`src/sv/wsim_pkg.sv`:
```
// ----------------------------------------------------------------------------
// wsim_pkg
// shared types and constants of the working-set interval monitor
// ----------------------------------------------------------------------------
package wsim_pkg;

   // field widths
   localparam int ELEM_W     = 24;
   localparam int PSIZE_W    = 16;
   localparam int ILEN_W     = 16;
   localparam int NPAGES_W   = 11;
   localparam int TOTAL_W    = 32;
   localparam int DIST_W     = 11;
   localparam int DIV_CNT_W  = 5;
   localparam int CSR_IDX_W  = 2;
   localparam int CSR_DATA_W = 16;
   localparam int REQ_DATA_W = 24;
   localparam int RSP_DATA_W = 96;

   // register reset values
   localparam logic [PSIZE_W-1:0]  PAGE_SIZE_RST    = 16'd16;
   localparam logic [ILEN_W-1:0]   INTERVAL_LEN_RST = 16'd2000;
   localparam logic [NPAGES_W-1:0] NUM_PAGES_RST    = 11'd63;

   localparam logic [DIST_W-1:0]   DISTINCT_MAX     = 11'd2047;

   // register indexes
   localparam logic [CSR_IDX_W-1:0] CSR_PAGE_SIZE    = 2'd0;
   localparam logic [CSR_IDX_W-1:0] CSR_INTERVAL_LEN = 2'd1;
   localparam logic [CSR_IDX_W-1:0] CSR_NUM_PAGES    = 2'd2;

   // request kinds
   localparam logic OP_REF   = 1'b0;
   localparam logic OP_FLUSH = 1'b1;

   typedef struct packed {
      logic load;       // capture request transaction
      logic div_step;   // one quotient bit
      logic ill_inc;    // count an illegal reference
      logic ram_rd;     // read bitmap at page
      logic rmw;        // set page bit, count reference
      logic rpt_load;   // load report, close interval
      logic clr_step;   // clear one bitmap entry
   } cmd_type;

   typedef struct packed {
      logic is_flush;
      logic div_last;
      logic legal;
      logic interval_zero;
      logic report_due;
      logic rsp_free;
      logic clr_last;
   } status_type;

endpackage

```
`src/sv/working_set_interval_monitor.sv`:
```
// ----------------------------------------------------------------------------
// working_set_interval_monitor
// working-set size over fixed intervals of memory references
// ----------------------------------------------------------------------------
// Each request transaction is either a memory reference (tuser 0, element
// index in tdata) or an end-of-trace flush (tuser 1). A reference is divided
// by page_size in a restoring divider, one quotient bit per cycle, and its
// page is then checked: a legal page is read and set in the bitmap, an
// illegal one is counted; a flush with no pending legal references returns
// to idle. When an interval closes (its count of legal references reaches
// interval_len, or a flush arrives with legal references pending) a report
// transaction is loaded into an output register once that register is free,
// and the page bitmap ram is then cleared one entry per cycle, all NUM_PAGES
// entries, before the next request is taken. The same clear pass runs after
// reset. Configuration writes are taken every cycle and must only be issued
// while the block is idle.
// ----------------------------------------------------------------------------
module working_set_interval_monitor #(
   parameter int NUM_PAGES = 1024
) (
   input  logic                                  clock,
   input  logic                                  reset,

   // request stream
   input  logic                                  req_tvalid,
   output logic                                  req_tready,
   input  logic [wsim_pkg::REQ_DATA_W-1:0]       req_tdata,   // [23:0] element_index
   input  logic                                  req_tuser,   // [0] op

   // report stream
   output logic                                  rsp_tvalid,
   input  logic                                  rsp_tready,
   // [31:0] interval_start, [47:32] refs_in_interval, [58:48] distinct_pages,
   // [90:59] illegal_total, [95:91] zero
   output logic [wsim_pkg::RSP_DATA_W-1:0]       rsp_tdata,

   // register write channel
   input  logic                                  csr_valid,
   output logic                                  csr_ready,
   input  logic [wsim_pkg::CSR_IDX_W-1:0]        csr_index,
   input  logic [wsim_pkg::CSR_DATA_W-1:0]       csr_data
);
   import wsim_pkg::*;

   // configuration registers
   logic [PSIZE_W-1:0]  page_size_ff;
   logic [ILEN_W-1:0]   interval_len_ff;
   logic [NPAGES_W-1:0] num_pages_ff;

   cmd_type    cmd;
   status_type status;

   // write channel never stalls
   assign csr_ready = 1'b1;

   always_ff @(posedge clock) begin
      if (reset) begin
         page_size_ff    <= PAGE_SIZE_RST;
         interval_len_ff <= INTERVAL_LEN_RST;
         num_pages_ff    <= NUM_PAGES_RST;
      end else if (csr_valid) begin
         case (csr_index)
            CSR_PAGE_SIZE: begin
               page_size_ff <= csr_data[PSIZE_W-1:0];
            end
            CSR_INTERVAL_LEN: begin
               interval_len_ff <= csr_data[ILEN_W-1:0];
            end
            CSR_NUM_PAGES: begin
               num_pages_ff <= csr_data[NPAGES_W-1:0];
            end
            default: begin
               // unused index, write dropped
            end
         endcase
      end
   end

   // sequencer
   wsim_ctrl u_ctrl (
      .clock      (clock),
      .reset      (reset),
      .req_tvalid (req_tvalid),
      .req_tready (req_tready),
      .status     (status),
      .cmd        (cmd)
   );

   // divider, bitmap, counters and report register
   wsim_dp #(
      .NUM_PAGES (NUM_PAGES)
   ) u_dp (
      .clock        (clock),
      .reset        (reset),
      .cmd          (cmd),
      .status       (status),
      .req_op       (req_tuser),
      .req_elem     (req_tdata[ELEM_W-1:0]),
      .page_size    (page_size_ff),
      .interval_len (interval_len_ff),
      .num_pages    (num_pages_ff),
      .rsp_tvalid   (rsp_tvalid),
      .rsp_tready   (rsp_tready),
      .rsp_tdata    (rsp_tdata)
   );

endmodule

```
`src/sv/wsim_ram.sv`:
```
// ----------------------------------------------------------------------------
// wsim_ram
// generic single-write, single-read ram with registered read data
// ----------------------------------------------------------------------------
module wsim_ram #(
   parameter int WIDTH = 1,
   parameter int DEPTH = 1024
) (
   input  logic                                      clock,
   input  logic                                      wr_en,
   input  logic [((DEPTH > 1) ? $clog2(DEPTH) : 1)-1:0] wr_addr,
   input  logic [WIDTH-1:0]                          wr_data,
   input  logic                                      rd_en,
   input  logic [((DEPTH > 1) ? $clog2(DEPTH) : 1)-1:0] rd_addr,
   output logic [WIDTH-1:0]                          rd_data
);

   logic [WIDTH-1:0] mem [DEPTH];
   logic [WIDTH-1:0] rd_data_ff;

   always_ff @(posedge clock) begin
      if (wr_en) begin
         mem[wr_addr] <= wr_data;
      end
      if (rd_en) begin
         rd_data_ff <= mem[rd_addr];
      end
   end

   assign rd_data = rd_data_ff;

endmodule

```
`src/sv/wsim_ctrl.sv`:
```
// ----------------------------------------------------------------------------
// wsim_ctrl
// sequencer: divide, bitmap update, report and bitmap clear pass
// ----------------------------------------------------------------------------
module wsim_ctrl (
   input  logic                clock,
   input  logic                reset,
   input  logic                req_tvalid,
   output logic                req_tready,
   input  wsim_pkg::status_type status,
   output wsim_pkg::cmd_type    cmd
);
   import wsim_pkg::*;

   typedef enum logic [2:0] {
      CLEAR,
      IDLE,
      START,
      DIVIDE,
      CHECK,
      UPDATE,
      DECIDE,
      REPORT
   } state_type;

   state_type state_ff;
   state_type state_in;

   always_comb begin
      state_in = state_ff;
      cmd      = '0;
      case (state_ff)
         CLEAR: begin
            cmd.clr_step = 1'b1;
            if (status.clr_last) begin
               state_in = IDLE;
            end
         end
         IDLE: begin
            if (req_tvalid) begin
               cmd.load = 1'b1;
               state_in = START;
            end
         end
         START: begin
            if (!status.is_flush) begin
               state_in = DIVIDE;
            end else if (status.interval_zero) begin
               state_in = IDLE;
            end else begin
               state_in = REPORT;
            end
         end
         DIVIDE: begin
            cmd.div_step = 1'b1;
            if (status.div_last) begin
               state_in = CHECK;
            end
         end
         CHECK: begin
            if (status.legal) begin
               cmd.ram_rd = 1'b1;
               state_in   = UPDATE;
            end else begin
               cmd.ill_inc = 1'b1;
               state_in    = IDLE;
            end
         end
         UPDATE: begin
            cmd.rmw  = 1'b1;
            state_in = DECIDE;
         end
         DECIDE: begin
            state_in = status.report_due ? REPORT : IDLE;
         end
         REPORT: begin
            if (status.rsp_free) begin
               cmd.rpt_load = 1'b1;
               state_in     = CLEAR;
            end
         end
         default: begin
            state_in = IDLE;
         end
      endcase
   end

   always_ff @(posedge clock) begin
      if (reset) begin
         state_ff <= CLEAR;
      end else begin
         state_ff <= state_in;
      end
   end

   assign req_tready = (state_ff == IDLE);

   // bitmap is only updated right after a legal page check
   assert property (@(posedge clock) disable iff (reset)
      state_ff == UPDATE |-> $past(state_ff) == CHECK)
      else $error("bitmap update without page check");

   // a report comes only from a flush, a full interval or a stalled report
   assert property (@(posedge clock) disable iff (reset)
      state_ff == REPORT |-> ($past(state_ff) == START || $past(state_ff) == DECIDE ||
                             $past(state_ff) == REPORT))
      else $error("unexpected entry into report");

   // clear pass runs to its last entry
   assert property (@(posedge clock) disable iff (reset)
      state_ff == CLEAR && !status.clr_last |=> state_ff == CLEAR)
      else $error("clear pass cut short");

endmodule

```
`src/sv/wsim_dp.sv`:
```
// ----------------------------------------------------------------------------
// wsim_dp
// datapath: page divider, bitmap, interval counters and report register
// ----------------------------------------------------------------------------
module wsim_dp #(
   parameter int NUM_PAGES = 1024
) (
   input  logic                                clock,
   input  logic                                reset,
   input  wsim_pkg::cmd_type                   cmd,
   output wsim_pkg::status_type                status,
   input  logic                                req_op,
   input  logic [wsim_pkg::ELEM_W-1:0]         req_elem,
   input  logic [wsim_pkg::PSIZE_W-1:0]        page_size,
   input  logic [wsim_pkg::ILEN_W-1:0]         interval_len,
   input  logic [wsim_pkg::NPAGES_W-1:0]       num_pages,
   output logic                                rsp_tvalid,
   input  logic                                rsp_tready,
   output logic [wsim_pkg::RSP_DATA_W-1:0]     rsp_tdata
);
   import wsim_pkg::*;

   localparam int PAGE_W = (NUM_PAGES > 1) ? $clog2(NUM_PAGES) : 1;
   localparam int DCNT_W = $clog2(NUM_PAGES + 1);

   // divider
   logic                 op_ff;
   logic [PSIZE_W-1:0]   div_ff;
   logic [ELEM_W-1:0]    quo_ff,  quo_in;
   logic [PSIZE_W-1:0]   rem_ff,  rem_in;
   logic [DIV_CNT_W-1:0] dcnt_ff;
   logic [PSIZE_W:0]     rem_shift;
   logic [PSIZE_W:0]     rem_diff;

   // counters
   logic [ILEN_W-1:0]    interval_ff;
   logic [TOTAL_W-1:0]   total_ff;
   logic [TOTAL_W-1:0]   illegal_ff;
   logic [DCNT_W-1:0]    distinct_ff;
   logic [TOTAL_W:0]     total_sum;
   logic [TOTAL_W-1:0]   distinct_ext;
   logic [DIST_W-1:0]    distinct_sat;

   // bitmap
   logic [PAGE_W-1:0]    page;
   logic [PAGE_W-1:0]    clr_addr_ff;
   logic                 ram_wr_en;
   logic [PAGE_W-1:0]    ram_wr_addr;
   logic                 ram_wr_data;
   logic                 ram_rd_data;

   // report register
   logic                  rsp_valid_ff;
   logic [RSP_DATA_W-1:0] rsp_data_ff;

   // restoring divide, one quotient bit per step
   always_comb begin
      rem_shift = {rem_ff, quo_ff[ELEM_W-1]};
      rem_diff  = rem_shift - {1'b0, div_ff};
      if (rem_shift >= {1'b0, div_ff}) begin
         rem_in = rem_diff[PSIZE_W-1:0];
         quo_in = {quo_ff[ELEM_W-2:0], 1'b1};
      end else begin
         rem_in = rem_shift[PSIZE_W-1:0];
         quo_in = {quo_ff[ELEM_W-2:0], 1'b0};
      end
   end

   always_ff @(posedge clock) begin
      if (cmd.load) begin
         op_ff  <= req_op;
         div_ff <= (page_size == '0) ? PSIZE_W'(1) : page_size;
         quo_ff <= req_elem;
         rem_ff <= '0;
      end else if (cmd.div_step) begin
         quo_ff <= quo_in;
         rem_ff <= rem_in;
      end
   end

   always_ff @(posedge clock) begin
      if (reset) begin
         dcnt_ff <= '0;
      end else if (cmd.load) begin
         dcnt_ff <= '0;
      end else if (cmd.div_step) begin
         dcnt_ff <= dcnt_ff + DIV_CNT_W'(1);
      end
   end

   assign page = quo_ff[PAGE_W-1:0];

   assign ram_wr_en   = cmd.rmw || cmd.clr_step;
   assign ram_wr_addr = cmd.clr_step ? clr_addr_ff : page;
   assign ram_wr_data = cmd.rmw;

   wsim_ram #(
      .WIDTH (1),
      .DEPTH (NUM_PAGES)
   ) u_bitmap (
      .clock   (clock),
      .wr_en   (ram_wr_en),
      .wr_addr (ram_wr_addr),
      .wr_data (ram_wr_data),
      .rd_en   (cmd.ram_rd),
      .rd_addr (page),
      .rd_data (ram_rd_data)
   );

   assign total_sum    = {1'b0, total_ff} + {{(TOTAL_W+1-ILEN_W){1'b0}}, interval_ff};
   assign distinct_ext = TOTAL_W'(distinct_ff);
   assign distinct_sat = (distinct_ext > TOTAL_W'(DISTINCT_MAX)) ? DISTINCT_MAX
                                                                 : distinct_ext[DIST_W-1:0];

   always_ff @(posedge clock) begin
      if (reset) begin
         interval_ff <= '0;
         total_ff    <= '0;
         illegal_ff  <= '0;
         distinct_ff <= '0;
         clr_addr_ff <= '0;
      end else begin
         if (cmd.ill_inc && (illegal_ff != '1)) begin
            illegal_ff <= illegal_ff + TOTAL_W'(1);
         end
         if (cmd.rmw) begin
            if (interval_ff != '1) begin
               interval_ff <= interval_ff + ILEN_W'(1);
            end
            if (!ram_rd_data) begin
               distinct_ff <= distinct_ff + DCNT_W'(1);
            end
         end
         if (cmd.rpt_load) begin
            total_ff    <= total_sum[TOTAL_W] ? '1 : total_sum[TOTAL_W-1:0];
            interval_ff <= '0;
            distinct_ff <= '0;
            clr_addr_ff <= '0;
         end else if (cmd.clr_step) begin
            clr_addr_ff <= clr_addr_ff + PAGE_W'(1);
         end
      end
   end

   always_ff @(posedge clock) begin
      if (reset) begin
         rsp_valid_ff <= 1'b0;
      end else if (cmd.rpt_load) begin
         rsp_valid_ff <= 1'b1;
      end else if (rsp_tready) begin
         rsp_valid_ff <= 1'b0;
      end
   end

   always_ff @(posedge clock) begin
      if (cmd.rpt_load) begin
         rsp_data_ff <= {5'b0, illegal_ff, distinct_sat, interval_ff, total_ff};
      end
   end

   assign rsp_tvalid = rsp_valid_ff;
   assign rsp_tdata  = rsp_data_ff;

   assign status.is_flush      = (op_ff == OP_FLUSH);
   assign status.div_last      = (dcnt_ff == DIV_CNT_W'(ELEM_W - 1));
   assign status.legal         = (quo_ff < ELEM_W'(num_pages)) && (quo_ff < ELEM_W'(NUM_PAGES));
   assign status.interval_zero = (interval_ff == '0);
   assign status.report_due    = (interval_ff >= interval_len);
   assign status.rsp_free      = !rsp_valid_ff || rsp_tready;
   assign status.clr_last      = (clr_addr_ff == PAGE_W'(NUM_PAGES - 1));

   // closing an interval resets its count and presents a report
   assert property (@(posedge clock) disable iff (reset)
      cmd.rpt_load |=> (interval_ff == '0) && rsp_valid_ff)
      else $error("interval not closed after report");

   // saturating totals never move backward
   assert property (@(posedge clock) disable iff (reset)
      1'b1 |=> illegal_ff >= $past(illegal_ff))
      else $error("illegal total decreased");

   assert property (@(posedge clock) disable iff (reset)
      1'b1 |=> total_ff >= $past(total_ff))
      else $error("reference total decreased");

endmodule
```
`config.mk`:
```
export PLATFORM = sky130hd
export DESIGN_NAME = working_set_interval_monitor
export DESIGN_NICKNAME = d
export VERILOG_FILES = /design/src/sv/wsim_pkg.sv /design/src/sv/working_set_interval_monitor.sv /design/src/sv/wsim_ram.sv /design/src/sv/wsim_ctrl.sv /design/src/sv/wsim_dp.sv
export SDC_FILE = /design/constraint.sdc
export NUM_CORES = 2
export LEC_CHECK = 0
export BUFFER_PORTS_ARGS = -buffer_cell sky130_fd_sc_hd__buf_2
export CELL_PAD_IN_SITES_DETAIL_PLACEMENT = 1
export CELL_PAD_IN_SITES_GLOBAL_PLACEMENT = 1
export CORE_MARGIN = 8
export CORE_UTILIZATION = 40
export DETAILED_ROUTE_END_ITERATION = 10
export PLACE_DENSITY = 0.75
export SETUP_SLACK_MARGIN = 0.1
export SYNTH_ARGS = -nofsm -noshare
export SYNTH_HDL_FRONTEND = slang
export SYNTH_SLANG_ARGS = --single-unit
```
`constraint.sdc`:
```
create_clock -name clock -period 18.7 [get_ports clock]
set_clock_uncertainty 0.05 [all_clocks]
set_input_delay 3.74 -clock clock [delete_from_list [all_inputs] [get_ports clock]]
set_output_delay 3.74 -clock clock [all_outputs]
set_load 0.02 [all_outputs]
```
**After elaboration in Yosys (flattened, before gate mapping)**

Memory sizes are Yosys's and may differ from the RTL's. A register that Yosys moved wholly into a read port is not among the register bits.
Cells that the tools add are included.

- Add/subtract/negate cells: 7
- Magnitude comparators: 5
- Eq/ne operators: 17
- Mux-type cells: 29
- Bitwise operators: 1
- Reductions and logical operators: 19

Operator list:

| kind | number |
|---|---|
| $mux W24 | 2 |
| $add A32 B16 Y33 | 1 |
| $add A32 B1 Y32 const B | 1 |
| $logic_not A16 Y1 | 2 |
| $mux W32 | 1 |
| $ne A32 B32 Y1 const B | 1 |
| $lt A24 B11 Y1 | 1 |
| $lt A24 B11 Y1 const B | 1 |
| $mux W3 | 8 |
| $pmux W3 S8 | 1 |
| $ge A17 B16 Y1 | 1 |
| $add A16 B1 Y16 const B | 1 |
| $ge A16 B16 Y1 | 1 |
| $mux W16 | 1 |
| $ne A16 B16 Y1 const B | 1 |
| $sub A16 B16 Y16 | 1 |
| $mux W1 | 14 |
| $eq A3 B3 Y1 const B | 4 |
| $add A11 B1 Y11 const B | 1 |
| $gt A11 B11 Y1 const B | 1 |
| $add A10 B1 Y10 const B | 1 |
| $eq A10 B10 Y1 const B | 1 |
| $mux W10 | 1 |
| $reduce_and A2 Y1 | 5 |
| other kinds (17) | 25 |

- Register bits after elaboration: 301
- Memory bits (writable): 1024
- Input bits: 48
- Output and inout port bits: 99
- Word-level logic and storage cells: 96
- Memories kept: 1

Memory list:

| name | words | bits a word | rd ports | clocked after memory_dff | wr ports | RTL line | text |
|---|---|---|---|---|---|---|---|
| u_dp.u_bitmap.mem | 1024 | 1 | 1 | 1 | 1 | wsim_ram.sv:18 | `logic [WIDTH-1:0] mem [DEPTH];` |

**Longest topological paths before layout**

- Depth in word-level cells: 5
- Gate-level depth with buffers: 14
- Gate-level depth less buffers: 12

**Hierarchy**

A second synthesis with hierarchy kept.

- Cell total of the unflattened synthesis: 4467
- Area total of the unflattened synthesis: 59027.9 µm²

By module, submodules not included:

| module | instances | cells an instance | area each (µm²) | sequential area each (µm²) |
|---|---|---|---|---|
| wsim_ram | 1 | 3112 | 44666.6 | 30779.5 |
| wsim_dp | 1 | 1137 | 12228.0 | 6426.2 |
| working_set_interval_monitor | 1 | 175 | 1778.0 | 860.8 |
| wsim_ctrl | 1 | 43 | 355.3 | 60.1 |

**Least setup slack after synthesis**

OpenSTA, ideal clock, no wires.

- Kind: register to register
- From: register u_ctrl.state_ff[0]
- To: memory u_dp.u_bitmap.mem[144], enable pin
- Setup time: 300 ps
- Arrival: 15151 ps
- Required time: 18350 ps
- Setup slack: 3199 ps
- Cell stages (with the launch flop): 10
- Path buffers: 2
- Clock period less this slack: 15501 ps
- Cells stage by stage: dfxtp_1 -> clkbuf_1 -> nor2b_1 -> nand2_1 -> inv_1 -> nor2_1 -> nor4_1 -> nand2_1 -> clkbuf_1 -> nor2_1

RTL lines:

| item | RTL line | text |
|---|---|---|
| start: declaration | wsim_ctrl.sv:26 | `state_type state_ff;` |
| start signal: assignment | wsim_ctrl.sv:92 | `state_ff <= state_in;` |
| end: declaration | wsim_ram.sv:18 |  |

**Worst setup path in the final report**

- From: input port req_tvalid
- To: register u_dp.quo_ff[21], enable pin

- Cells in the longest elaborated chain, start to end: 3

RTL lines:

| item | RTL line | text |
|---|---|---|
| start: declaration | working_set_interval_monitor.sv:25 | `input logic req_tvalid,` |
| $mux W1 | wsim_ctrl.sv:40 | `if (req_tvalid) begin` |
| $mux W1 | wsim_ctrl.sv:32 | `case (state_ff)` |
| $reduce_bool A2 Y1 (no source line) | - |  |
| end signal: assignment | wsim_dp.sv:73 | `quo_ff <= req_elem;` |
| end signal: assignment | wsim_dp.sv:76 | `quo_ff <= quo_in;` |
| end: declaration | wsim_dp.sv:29 | `logic [ELEM_W-1:0] quo_ff, quo_in;` |

No other way between the ends.
A chain may end at the register's enable or synchronous reset.

==> qor.yml <==
layout:
  finalNetCount: 4504
  nFillCells: 14600
  antenna_cells: 0
  multi_input_area_um2: 18100
  final_layout_size_suffix_gt1_share_pct: 16.3
  layout.cells.non_filler: 6408
  regArea_um2: 38100
  area_growth_pct: 11.6
route:
  drc: 0
  first_pass_iters: 5
  initialDrtViolationCount: 4250
  totalWireLength_mm: 168
  ant_nets: 0
  wl_per_cell_um: 26.2
  route.vias.total: 36900
  viasPerCell: 5.76
clocking:
  clock-root-buffer: "clkbuf_16"
  cts_max_path_buffers: 3
  clk_latency_ns: 0.79
  cts_resized: 0
  holdBufCountCts: 0
  cts_sinks: 1326
  htreeDepth: 4
  cts_tree: "yes"
  path_clk_slew_ns: 0.06
  cts_buffers: 144
  post_cts_buffers: 0
floorplanning:
  dieArea_um2: 158000
  die_h_um: 397
  io-pin-count: 147
  start_util_pct: 40.4
  num_rows: 139
  core_um2: 144000
  die_w_um: 397
critical_path:
  worst-path-stages: 6
  cp-startpoint: "req_tvalid"
  r2r_start: "u_dp.quo_ff[1]$_DFFE_PP_"
  critPathCapture: "u_dp.quo_ff[21]$_DFFE_PP_"
  path_buf_inv: 4
  cp_data_arrival_time_ns: 6.16
  crit_chain: "buf_2 -> nand2_1 -> buf_4 -> inv_2 -> nor2_1 -> inv_1"
  critPathKind: "primary input to register"
  slowest_stage: "nor2_1"
  cp-end-kind: "register"
  reg2regPathDepth: 12
  start_kind: "primary input"
  required_ns: 19.02
  r2r_slack_ns: 12.90
  max_stage_delay_ns: 0.70
  rr_endpoint: "u_dp.u_bitmap.rd_data$_DFFE_PP_"
  crit_path_max_fanout: 50
  crit_family: "buffers and inverters"
grt:
  grt_use_total_pct: 20.8
  gr-total-overflow: 0
  grt_pass1_wl_mm: 249
  grt_max_degree: 294
  grt_pass1_vias: 38600
  antenna_found_initial: 3
timing:
  tightest_slew_ns: 1.26
  finalHoldViolCount: 0
  post-route-min-period_ns: 5.84
  drv_slew: 0
  setup_violations: 0
  finalWorstSetupSlack_ns: 12.86
  rsz0062_at_grt: "no"
  post-route-period-util_pct: 31.2
  tns_ns: 0
  max_slew_margin_pct: 15.1
  timing.hold.ws_ns: 0.408
  max_freq_ghz: 0.171
logic_synthesis:
  yosysWarnings: 0
  yosysUniqueCellTypes: 86
  netlist_area_um2: 58000
  syn_inst: 4399
  synth_seq_area_share_pct: 65.7
  synth.avg_cell_area_um2: 13.2
  synth_edf_count: 1157
  ys_async_sr_fraction_pct: 0
  synth-seq-cells: 1326
  synthFlopType: "edfxtp_1"
pwr:
  cellLeakagePower_nw: 20.0
  comb_power_share_pct: 2.4
  p_per_area_nw_per_um2: 94.9
  p_switching_w: 0.00130
  peakVddDrop_mv: 0.0967
  power_w: 0.00615
  swShare_pct: 21.2
  pwr-share-seq_pct: 51.9
  clockPowerShare_pct: 45.7
  p_int_w: 0.00484
placement:
  io_buffers: 140
  dpl.cell_count: 6147
  place_congestion: 0.798
  dp_slack_ns: 11.97
  dp_hpwl_mm: 97.5
outcome:
  outcome: "complete, no violations"
job:
  maxCapViolCount: 0
worst_hold_path:
  hp-class: "register to register"
[worst register-to-register path, cell delays in order (launching register included)]
cell and delay [ns]:
edfxtp_1 0.33, buf_4 0.49, buf_4 0.68, buf_4 0.94, buf_4 0.77, mux4_2 0.47
a22o_1 0.26, a221oi_2 0.28, o22ai_1 0.18, or4_1 0.58, o211ai_1 0.14, nor2_1 0.11
a211o_1 0.29
[power groups by stage]
| stage | Combinational, W | Sequential (W) | Clock (W) |
|---|---|---|---|
| 6_report | 0.000146 | 0.00319 | 0.00281 |
| 5_1_grt | 0.000160 | 0.00319 | 0.00295 |
| 4_1_cts | 0.000146 | 0.00319 | 0.00286 |
| 3_5_place_dp | 0.000144 | 0.00326 | 0 |
| 3_3_place_gp | 0.000140 | 0.00325 | 0 |
| 2_1_floorplan | 0.0000959 | 0.00325 | 0 |
[worst min-delay path by stage]
stage,start,endpoint,slack [ns],cells after the start
after floorplan,u_dp.illegal_ff[2]$_SDFFE_PP0P_,u_dp.rsp_tdata[61]$_DFFE_PP_,0.36,0
after global placement,u_dp.total_ff[26]$_SDFFE_PP0P_,u_dp.rsp_tdata[26]$_DFFE_PP_,0.39,0
after detailed placement,u_dp.total_ff[26]$_SDFFE_PP0P_,u_dp.rsp_tdata[26]$_DFFE_PP_,0.40,0
after CTS,page_size_ff[2]$_SDFFE_PP0P_,u_dp.div_ff[2]$_SDFFCE_PN0P_,0.40,0
after global routing,u_dp.total_ff[26]$_SDFFE_PP0P_,u_dp.rsp_tdata[26]$_DFFE_PP_,0.42,0
final,interval_len_ff[5]$_SDFFE_PP0P_,interval_len_ff[5]$_SDFFE_PP0P_,0.41,2
[state kept, by name, indices dropped and copies added, names as in the netlist, 24 cells and up]
register and count:
u_dp.total_ff 32, u_dp.illegal_ff 32, u_dp.quo_ff 24, u_dp.rsp_tdata 91
u_dp.u_bitmap.mem 1024
[logic make-up after synthesis]
family | share of synthesized area, %
AO/OA/AOI/OAI | 4.45
XOR/XNOR | 1.27
adder cells (fa/ha/maj) | 1.45
buffers and inverters | 3.34
flip-flops | 65.7
multiplexers | 11.0
other | 0.0129
AND/OR/NAND/NOR | 12.8
[area by class of cell]
class                      instances  share of cell area (%)
inverter                          70                   0.421
clock buffer                     184                    5.94
clock inverter                    77                    1.15
multi-input combinational       2637                    28.0
timing repair buffer             211                    1.98
tap                             1903                    3.67
sequential                      1326                    58.8
[stage by stage]
step	util, %	cell area (um^2)
global placement	41.9	60200
global route	45.1	64800
floorplan	-	58100
CTS	45.1	64800
detailed placement	41.9	60200
finish	45.1	64800
[layer usage]
| metal | up-vias | wire length (um) | GRT usage (%) |
|---|---|---|---|
| met1 | 19100 | 66300 | 26.9 |
| met4 | 2 | 5640 | 7.24 |
| met2 | 1509 | 82400 | 35.0 |
| li1 | 16000 | - | - |
| met3 | 345 | 13300 | 4.16 |
| met5 | - | 13 | 0 |
[cell usage in the layout, fill, tap and decap left out, types with 19 or more instances in the layout]
master     netlist  layout
a21o_1          22      22
a21oi_1        115     115
a22oi_1         34      34
and3_1          20      20
buf_2           45     139
buf_4           19      68
clkbuf_1       220      35
clkbuf_16        0     148
clkinv_1         3      36
dfxtp_1        169     169
edfxtp_1      1157    1157
ha_1            64      64
inv_1           67      66
mux2i_1         34      34
mux4_2         266     266
nand2_1        304     272
nand2_2          0      32
nand2b_1        19      19
nand3_1         55      55
nand4_1         21      21
nor2_1        1177    1175
nor2b_1         20      19
nor3_1          54      53
nor4_1          34      34
o21ai_0         72      72
xnor2_1         48      48
xor2_1          36      36
[cell usage after synthesis, types with 7 or more instances]
cell      number  area share (%)
nor2_1      1177             7.6
a22o_1        12            0.18
and4_1         7            0.11
a21oi_1      115            0.99
and3_1        20            0.22
inv_1         67            0.43
nor2b_1       20            0.22
o21ai_0       72            0.62
mux2i_1       34            0.59
a31oi_1       16            0.17
a221oi_1      15            0.23
nand3b_1      10            0.13
buf_1         65            0.42
nand3_1       55            0.47
xor2_1        36            0.54
clkbuf_1     220             1.4
ha_1          64             1.4
dfxtp_1      169             5.8
nor4_1        34            0.37
nand2b_1      19            0.20
a211o_1       13            0.20
buf_4         19            0.25
xnor2_1       48            0.72
mux4_2       266              10
a311oi_1      17            0.26
nand2_1      304             2.0
nor3b_1        7           0.091
a22oi_1       34            0.44
edfxtp_1    1157              60
a211oi_1       9            0.12
a21o_1        22            0.28
buf_6         16            0.31
buf_2         45            0.39
nor3_1        54            0.47
or3_1         12            0.13
o31ai_1       13            0.17
or4_1          9            0.12
nand4_1       21            0.23
o22ai_1       15            0.16
Note: power is estimated with default switching activity, not from simulation.
